===== src/hdl/pea_ram.sv =====
// Generic single-write, single-read RAM with registered read data.
module pea_ram #(
    parameter int WIDTH = 8,
    parameter int DEPTH = 2
) (
    input  logic                     clk,
    input  logic                     we,
    input  logic [$clog2(DEPTH)-1:0] waddr,
    input  logic [WIDTH-1:0]         wdata,
    input  logic [$clog2(DEPTH)-1:0] raddr,
    output logic [WIDTH-1:0]         rdata
);

    logic [WIDTH-1:0] mem [DEPTH];

    always_ff @(posedge clk)
    begin
        if (we)
        begin
            mem[waddr] <= wdata;
        end
        rdata <= mem[raddr];
    end

endmodule


===== config.mk =====
export PLATFORM = sky130hd
export DESIGN_NAME = pea_ram
export DESIGN_NICKNAME = d
export VERILOG_FILES = /design/src/hdl/pea_ram.sv
export SDC_FILE = /design/constraint.sdc
export NUM_CORES = 1
export LEC_CHECK = 0
export ABC_CLOCK_PERIOD_IN_PS = 900
export BUFFER_PORTS_ARGS = -buffer_cell sky130_fd_sc_hd__clkbuf_2
export CAP_MARGIN = 20
export CELL_PAD_IN_SITES_DETAIL_PLACEMENT = 0
export CELL_PAD_IN_SITES_GLOBAL_PLACEMENT = 1
export CORE_UTILIZATION = 37
export CTS_CLUSTER_SIZE = 24
export DETAILED_ROUTE_END_ITERATION = 10
export PLACE_DENSITY_LB_ADDON = 0.25
export RECOVER_POWER = 100
export SYNTH_ARGS = -nofsm -noshare
export SYNTH_HDL_FRONTEND = slang
export SYNTH_SLANG_ARGS = --single-unit
export TNS_END_PERCENT = 20

===== constraint.sdc =====
create_clock -name clk -period 0.9 [get_ports clk]
set_input_delay 0.18 -clock clk [delete_from_list [all_inputs] [get_ports clk]]
set_output_delay 0.18 -clock clk [all_outputs]
set_load 0.02 [all_outputs]

==> results.sh <==
export IMPL_layout_drive_gt1_share=0.3934
export IMPL_drt_iter0_drc=4
export IMPL_layout_setup_ws_ns=-0.03608
export IMPL_grt_use_total=0.1105
export IMPL_seqCellArea_um2=650.6
export IMPL_peakVddDrop_mv=1.201
export IMPL_power_internal_uw=1554
export IMPL_timing_fmax_mhz=1068
export IMPL_hold_path_class="primary input to register"
export IMPL_relSlewSlack=0.8214
export IMPL_post_route_drc_count=0
export IMPL_setup_tns_ns=-0.2653
export IMPL_port_buffers=19
export IMPL_syn_area_um2=784.5
export IMPL_fillCellCount=174
export IMPL_ctsHoldBuffers=0
export IMPL_fin_crit_sh=1.040
export IMPL_dr_pass1_iters=4
export IMPL_ys_ff_latch=24
export IMPL_slew_viol_final=0
export IMPL_pre_cts_ws_ns=0.03788
export IMPL_wl_per_cell_um=11.16
export IMPL_wl_um=982
export IMPL_row_count=16
export IMPL_yosys_top_cells_area="edfxtp_1, dfxtp_1, mux2_4, buf_6, and2_1"
export IMPL_finalInstanceArea_um2=1011
export IMPL_cp_slowest_cell="dfxtp_2"
export IMPL_grt_overflow=0
export IMPL_htreeDepth=1
export IMPL_area_delta_synth_final_pct=28.87
export IMPL_synthTopCellsByCount="edfxtp_1, dfxtp_1, mux2_4"
export IMPL_pwr_share_comb=0.116
export IMPL_final_nets=75
export IMPL_synth_edf_count=16
export IMPL_coreArea_um2=1982
export IMPL_grt_pass1_wl_um=1580
export IMPL_critPathRequiredTime_ns=0.72
export IMPL_hold_violations=0
export IMPL_syn_nets=47
export IMPL_die_h_um=48.05
export IMPL_cts_buffers=3
export IMPL_critPathTopFamily="flip-flops"
export IMPL_cts_tree="yes"
export IMPL_crit_type="register to primary output"
export IMPL_vias=367
export IMPL_p_per_area_nw_per_um2=1928
export IMPL_yosysWarningCount=0
export IMPL_io_pins=20
export IMPL_clock_latency_ns=0.30
export IMPL_worst_slew_pin_slew_ns=0.2679
export IMPL_dp_hpwl_um=683.2
export IMPL_via_per_inst=4.170
export IMPL_fin_skew_ns=0.002185
export IMPL_post_synth_top_count_cell="edfxtp_1"
export IMPL_critPathBufInv=1
export IMPL_fp_dieArea_um2=2308
export IMPL_violations="setup timing"
export IMPL_min_period_ns=0.9361
export IMPL_cap_violations=0
export IMPL_cpPeakStageDelay_ns=0.34
export IMPL_die_x_um=48.05
export IMPL_root_buffer="clkbuf_4"
export IMPL_avgSynthCellArea_um2=22.41
export IMPL_grt_max_degree=13
export IMPL_cts_num_sinks=24
export IMPL_swShare=0.2027
export IMPL_syn_inst=35
export IMPL_grt_pass1_vias=364
export IMPL_crit_arrival_ns=0.76
export IMPL_power_uw=1950
export IMPL_cp_start_kind="register"
export IMPL_crit_fanout=1
export IMPL_ys_seq_area_frac=0.8166
export IMPL_rsz0062_at_grt="true"
export IMPL_switching_power_uw=395.2
export IMPL_seq_power_share=0.666
export IMPL_power_frac_clock=0.218
export IMPL_status="finished with violations"
export IMPL_clock_path_buffers=2
export IMPL_antenna_found_initial=0
export IMPL_routabilityCongestion=0.6038
export IMPL_placed_area_um2=954.7
export IMPL_antenna_cells=0
export IMPL_synth_top_area_cell="edfxtp_1"
export IMPL_synthFlopType="edfxtp_1"
export IMPL_synth_top_area_frac=0.6124
export IMPL_initial_core_util=0.3958
export IMPL_ys_async_sr_fraction=0
export IMPL_multi_input_area_um2=102.6
export IMPL_power_leakage_uw=0.0003662
export IMPL_synthDistinctLibCells=6
export IMPL_setup_viol=8
export IMPL_ant_nets=0
export IMPL_end_kind="primary output"
export IMPL_clk_pin_slew_ns=0.11
export IMPL_crit_path_cell_trace="buf_8"
==> state kept, by name (all words and copies together), names as in the netlist <==
register	flops
rdata	8
mem	16
==> layout make-up <==
| type | count | area share |
|---|---|---|
| clock buffers | 3 | 0.02228 |
| multi-input cells | 10 | 0.1015 |
| flip-flops and latches | 24 | 0.6436 |
| well taps | 27 | 0.03342 |
| repair buffers | 24 | 0.1993 |
==> final timing paths <==
path | startpoint | endpoint | slack, ns | cells past startpoint
worst max-delay path | rdata[3]$_DFF_P_ | rdata[3] | -0.04 | 1
worst max register to register | mem[1][7]$_DFFE_PP_ | rdata[7]$_DFF_P_ | 0.12 | 1
worst min register to register | mem[1][2]$_DFFE_PP_ | rdata[2]$_DFF_P_ | 0.46 | 1
worst min-delay path | wdata[6] | mem[0][6]$_DFFE_PP_ | 0.07 | 1
==> kinds of logic after synthesis <==
family                 synth area share
multiplexers                     0.1531
flip-flops                       0.8166
buffers and inverters           0.01435
AND/OR/NAND/NOR                 0.01596
==> layout by cell type (no fill, tap or decap) <==
cell type and count:
nor2b_1 1, buf_12 1, clkbuf_4 3, clkbuf_2 4, dfxtp_2 8, buf_8 8
clkbuf_1 11, edfxtp_1 16, mux2_1 8, and2_0 1
==> per-stage QoR <==
step	cells	hold slack, ns	util
global placement	85	0.3717	0.4817
detailed placement	85	0.3730	0.4817
CTS	88	0.05622	0.5335
floorplan	35	0.2789	-
finish	88	0.07053	0.5101
global route	88	0.05042	0.5101
==> what timing repair did <==
item / 4_1_cts / 5_1_grt
gates resized for setup: 24 / 8
setup endpoints to repair: 8 / 8
setup buffers: 0 / 0
==> power by group through the flow <==
stage | sequential (uW) | combinational (uW) | clock, uW
3_5_place_dp | 1310 | 209 | 0
5_1_grt | 1310 | 244 | 487
2_1_floorplan | 1350 | 76.6 | 0
6_report | 1300 | 226 | 425
3_3_place_gp | 1310 | 207 | 0
4_1_cts | 1290 | 257 | 439
==> routing by layer <==
metal	share of wire	track usage	up-vias	routed length, um
met5	0	0	-	0
met4	0.018	0.06667	0	18
met3	0.046	0.04528	2	45
met2	0.45	0.1622	14	441
met1	0.48	0.1359	167	476
li1	-	-	184	-
Note: power is estimated with default switching activity, not from simulation.
