**config.mk**
```make
export PLATFORM = sky130hd
export DESIGN_NAME = pea_alu
export DESIGN_NICKNAME = d
export VERILOG_FILES = /design/src/hdl/pea_pkg.sv /design/src/hdl/pea_alu.sv
export SDC_FILE = /design/constraint.sdc
export NUM_CORES = 1
export LEC_CHECK = 0
export ABC_AREA = 1
export BUFFER_PORTS_ARGS = -buffer_cell sky130_fd_sc_hd__buf_2
export CAP_MARGIN = 30
export CORE_MARGIN = 10
export CORE_UTILIZATION = 30
export DETAILED_ROUTE_END_ITERATION = 10
export PLACE_DENSITY = 0.54
export SYNTH_ARGS = -nofsm -noshare
export SYNTH_HDL_FRONTEND = slang
export SYNTH_SLANG_ARGS = --single-unit
```
**constraint.sdc**
```tcl
create_clock -name vclk -period 4.6
set_input_delay 0.23 -clock vclk [all_inputs]
set_output_delay 0.23 -clock vclk [all_outputs]
set_load 0.005 [all_outputs]
```
**src/hdl/pea_pkg.sv**
```systemverilog
// Shared constants, codes and types of the page extent allocator.
package pea_pkg;

    localparam int PAGE_BITS   = 40;
    localparam int LEN_BITS    = PAGE_BITS + 1;
    localparam int ENTRY_BITS  = PAGE_BITS + LEN_BITS;
    localparam int MAX_EXTENTS_DEFAULT = 64;

    localparam logic KIND_ALLOC = 1'b0;
    localparam logic KIND_FREE  = 1'b1;

    localparam logic [1:0] ST_OK    = 2'd0;
    localparam logic [1:0] ST_NOFIT = 2'd1;
    localparam logic [1:0] ST_FULL  = 2'd2;

    typedef enum logic [1:0] {
        ALU_ADD    = 2'd0,
        ALU_SUB    = 2'd1,
        ALU_SATADD = 2'd2
    } alu_op_t;

    typedef struct packed {
        logic lt;
        logic eq;
    } alu_flags_t;

endpackage

```
**src/hdl/pea_alu.sv**
```systemverilog
// Shared add, subtract and saturating-add unit with compare flags.
module pea_alu import pea_pkg::*; (
    input  alu_op_t             op,
    input  logic [LEN_BITS-1:0] a,
    input  logic [LEN_BITS-1:0] b,
    output logic [LEN_BITS-1:0] res,
    output alu_flags_t          flags
);

    logic [LEN_BITS:0] sum;
    logic [LEN_BITS:0] diff;

    assign sum  = {1'b0, a} + {1'b0, b};
    assign diff = {1'b0, a} - {1'b0, b};

    always_comb
    begin
        case (op)
            ALU_ADD:    res = sum[LEN_BITS-1:0];
            ALU_SUB:    res = diff[LEN_BITS-1:0];
            ALU_SATADD: res = sum[LEN_BITS] ? {LEN_BITS{1'b1}} : sum[LEN_BITS-1:0];
            default:    res = sum[LEN_BITS-1:0];
        endcase
        flags.lt = diff[LEN_BITS];
        flags.eq = (a == b);
    end

endmodule

```
==> flow_summary_export.csv <==
group,metric,value,unit
synth,synthMuxAreaShare,0,
worst_setup_path,worstPathMaxFanout,30,
worst_setup_path,slowest_stage,"nand2_2",
timing,grt_setup_unrepaired,"false",
synth,ys.warnings.count,0,
detailed_routing,initialDrtViolationCount,912,
cells_and_area,area_delta_synth_final,11.3,%
cts,post_cts_resize_count,0,
synth,synth_adder_area_share,0.154,
global_route,first_global_vias,8852,
detailed_routing,drtAntennaViolNets,0,
die,ios,127,
cells_and_area,post-route-util,0.338,
worst_setup_path,worst_path_most_repeated_cell,"nand2_1",
worst_setup_path,worstPathBufferInverterCount,4,
timing,setup-tns-final,0,ps
synth,synth_unique_cells,40,
die,design.die.area,30200,um^2
worst_setup_path,worstSetupPathDepth,13,
cells_and_area,finish.instance_area,7900,um^2
detailed_routing,num_vias,9246,
cells_and_area,drive_above_1_share,0.112,
timing,timing_hold_violations_final,0,
cells_and_area,seq_cells,0,
cells_and_area,fillerInstances,2898,
timing,slew_headroom,0.399,
worst_setup_path,cells_traversed_along_the_worst_timing_path,"buf_2 > inv_1 > ha_1 > inv_1 > a21oi_1 > nand2_1 > nand2_1 > nand2_1 > a21oi_2 > nand3_2 > nand2_2 > o221ai_1 > buf_2",
synth,postSynthAreaPerCell,4.89,um^2
cells_and_area,num_antenna_cells,0,
worst_setup_path,worst_setup_path_startpoint,"b[36]",
pwr,power_density,141,nW/um^2
pwr,design_power_total,1.12,mW
place,pre_cts_slack,1270,ps
synth,yosys.area_share.xor_xnor,0.00370,
worst_setup_path,crit_arrival,3170,ps
cells_and_area,stdcell_count,1856,
worst_setup_path,critical_path_required,4370,ps
detailed_routing,routed_wirelength,32200,um
die,initial_core_utilization,0.304,
detailed_routing,drtPass1Iterations,6,
detailed_routing,detail_route.drc_violations,0,
synth,syn_inst,1452,
cells_and_area,finalNetCount,1709,
timing,final.period_utilization,0.740,
pwr,leakage_power_total,4.65,nW
timing,tightestPinTransition,901,ps
worst_setup_path,cpPeakStageDelay,660,ps
place,dp_cells,1856,
synth,netlist_area,7100,um^2
cells_and_area,multi_input_comb_area,5770,um^2
timing,min_cycle_time_layout,3400,ps
die,floorplan.die.height,174,um
place,postPlaceCellArea,7900,um^2
place,dp.final_hpwl,28100,um
synth,synth.net_count,1622,
synth,yosysSeqAreaShare,0,
timing,max_freq,0.294,GHz
place,gp_congestion,0.984,
timing,slew_viol_final,0,
global_route,total_routing_resource_utilization_after_global_routing,0.202,
cells_and_area,clock_buffers,0,
synth,post_synth_and_or_nand_nor_area_fraction,0.477,
detailed_routing,post_drt_wl_per_cell,17.3,um
pwr,ir_drop,0.0539,mV
detailed_routing,post_drt_via_cell_ratio,4.98,
worst_setup_path,timing.critical_path.to,"res[20]",
worst_setup_path,critical_path_class,"input port to output port",
die,row_count,56,
global_route,grt_pass1_wl,49400,um
synth,synth-compound-area-share,0.178,
cells_and_area,seq_area,0,um^2
worst_setup_path,worst_setup_path_start_kind,"input port",
place,place.port_buffers,127,
timing,hold-worst-slack,939,ps
outcome,result_of_the_run,"complete, no violations",
worst_setup_path,cpLargestDelayFamily,"simple AND/OR/NAND/NOR gates",
global_route,grt_start_max_net_pins,31,
synth,main_combinational_cell_family_by_area_after_synthesis,"simple AND/OR/NAND/NOR gates",
run,cap_viol_max_count,0,
hold_path,worstHoldPathType,"input port to output port",
cts,postCtsSetupRepairBufs,0,
worst_setup_path,worstSetupEndpointType,"output port",
global_route,antenna_found_initial,0,
global_route,global_route.overflow_total,0,
die,core-area,23400,um^2
die,die-width,174,um
timing,setup_violations,0,
timing,post-route-worst-setup-slack,1200,ps
cts,cts_hold_buf,0,
-- cell type report --
class                      count  area share
multi-input combinational   1120       0.730
inverter                     287       0.136
timing repair buffer         130      0.0833
tap                          319      0.0505
-- worst min-delay path by stage --
stage,to,depth (start not counted),slack (ps),startpoint
6_report,res[0],4,940,b[0]
5_1_grt,res[0],4,970,b[0]
4_1_cts,res[0],4,930,b[0]
3_5_place_dp,res[0],4,920,b[0]
3_3_place_gp,res[0],4,950,b[0]
2_1_floorplan,res[0],2,660,b[0]
-- worst min-delay path, stage by stage --
cell     delay (ps)
buf_2            90
ha_1            140
o21ai_0         110
buf_2           140
-- Yosys cell counts (4+ instances only) --
master | count | share of area
buf_4 | 4 | 0.0042
nor3_1 | 25 | 0.018
nor2_1 | 145 | 0.077
and2_1 | 4 | 0.0035
nand4_1 | 13 | 0.011
nor2_2 | 12 | 0.011
clkbuf_1 | 6 | 0.0032
a21oi_1 | 103 | 0.073
inv_2 | 10 | 0.0053
nand3_1 | 119 | 0.084
nand3_2 | 6 | 0.0085
buf_2 | 27 | 0.019
a21oi_2 | 6 | 0.0074
ha_1 | 84 | 0.15
o211ai_1 | 9 | 0.0095
inv_1 | 277 | 0.15
o21bai_1 | 27 | 0.029
a31oi_1 | 7 | 0.0062
buf_6 | 5 | 0.0079
o21ai_0 | 47 | 0.033
nand2_1 | 478 | 0.25
o21ai_1 | 4 | 0.0028
-- layout by cell type (no fill, tap or decap), types with 3 or more instances in the layout --
master | netlist | routed
o221ai_1 | 3 | 3
nor3_1 | 25 | 25
inv_2 | 10 | 10
o21ai_1 | 4 | 4
a31oi_1 | 7 | 7
nand3_1 | 119 | 119
a22oi_1 | 3 | 3
ha_1 | 84 | 84
nand4_1 | 13 | 13
nand2_1 | 478 | 478
nand3_2 | 6 | 6
buf_4 | 4 | 3
a21oi_1 | 103 | 103
nor4_1 | 3 | 3
nor2_2 | 12 | 12
nor2_1 | 145 | 145
o21ai_0 | 47 | 47
nor2_4 | 3 | 3
a21oi_2 | 6 | 6
a21o_1 | 3 | 3
and2_1 | 4 | 4
o21bai_1 | 27 | 27
xor2_1 | 3 | 3
buf_2 | 27 | 127
inv_1 | 277 | 277
o211ai_1 | 9 | 9
-- routing by layer --
metal	wire, um	GRT usage	part of all wire
met5	0	0	0
met4	531	0.0278	0.017
met3	2160	0.0190	0.067
met2	14100	0.330	0.44
met1	15400	0.286	0.48
-- report_power, final --
group          internal, mW  leakage (nW)  switching [mW]
Clock                     0             0               0
Sequential                0             0               0
Combinational         0.358          4.65           0.759
Total                 0.358          4.65           0.759
-- cell families (layout without fill, tap and decap cells) --
logic type / after synthesis / after routing
XOR/XNOR: 3 / 3
adder cells (fa/ha/maj): 86 / 86
AO/OA/AOI/OAI: 218 / 218
AND/OR/NAND/NOR: 813 / 813
buffers and inverters: 332 / 417
(Power assumes the default switching activity.)
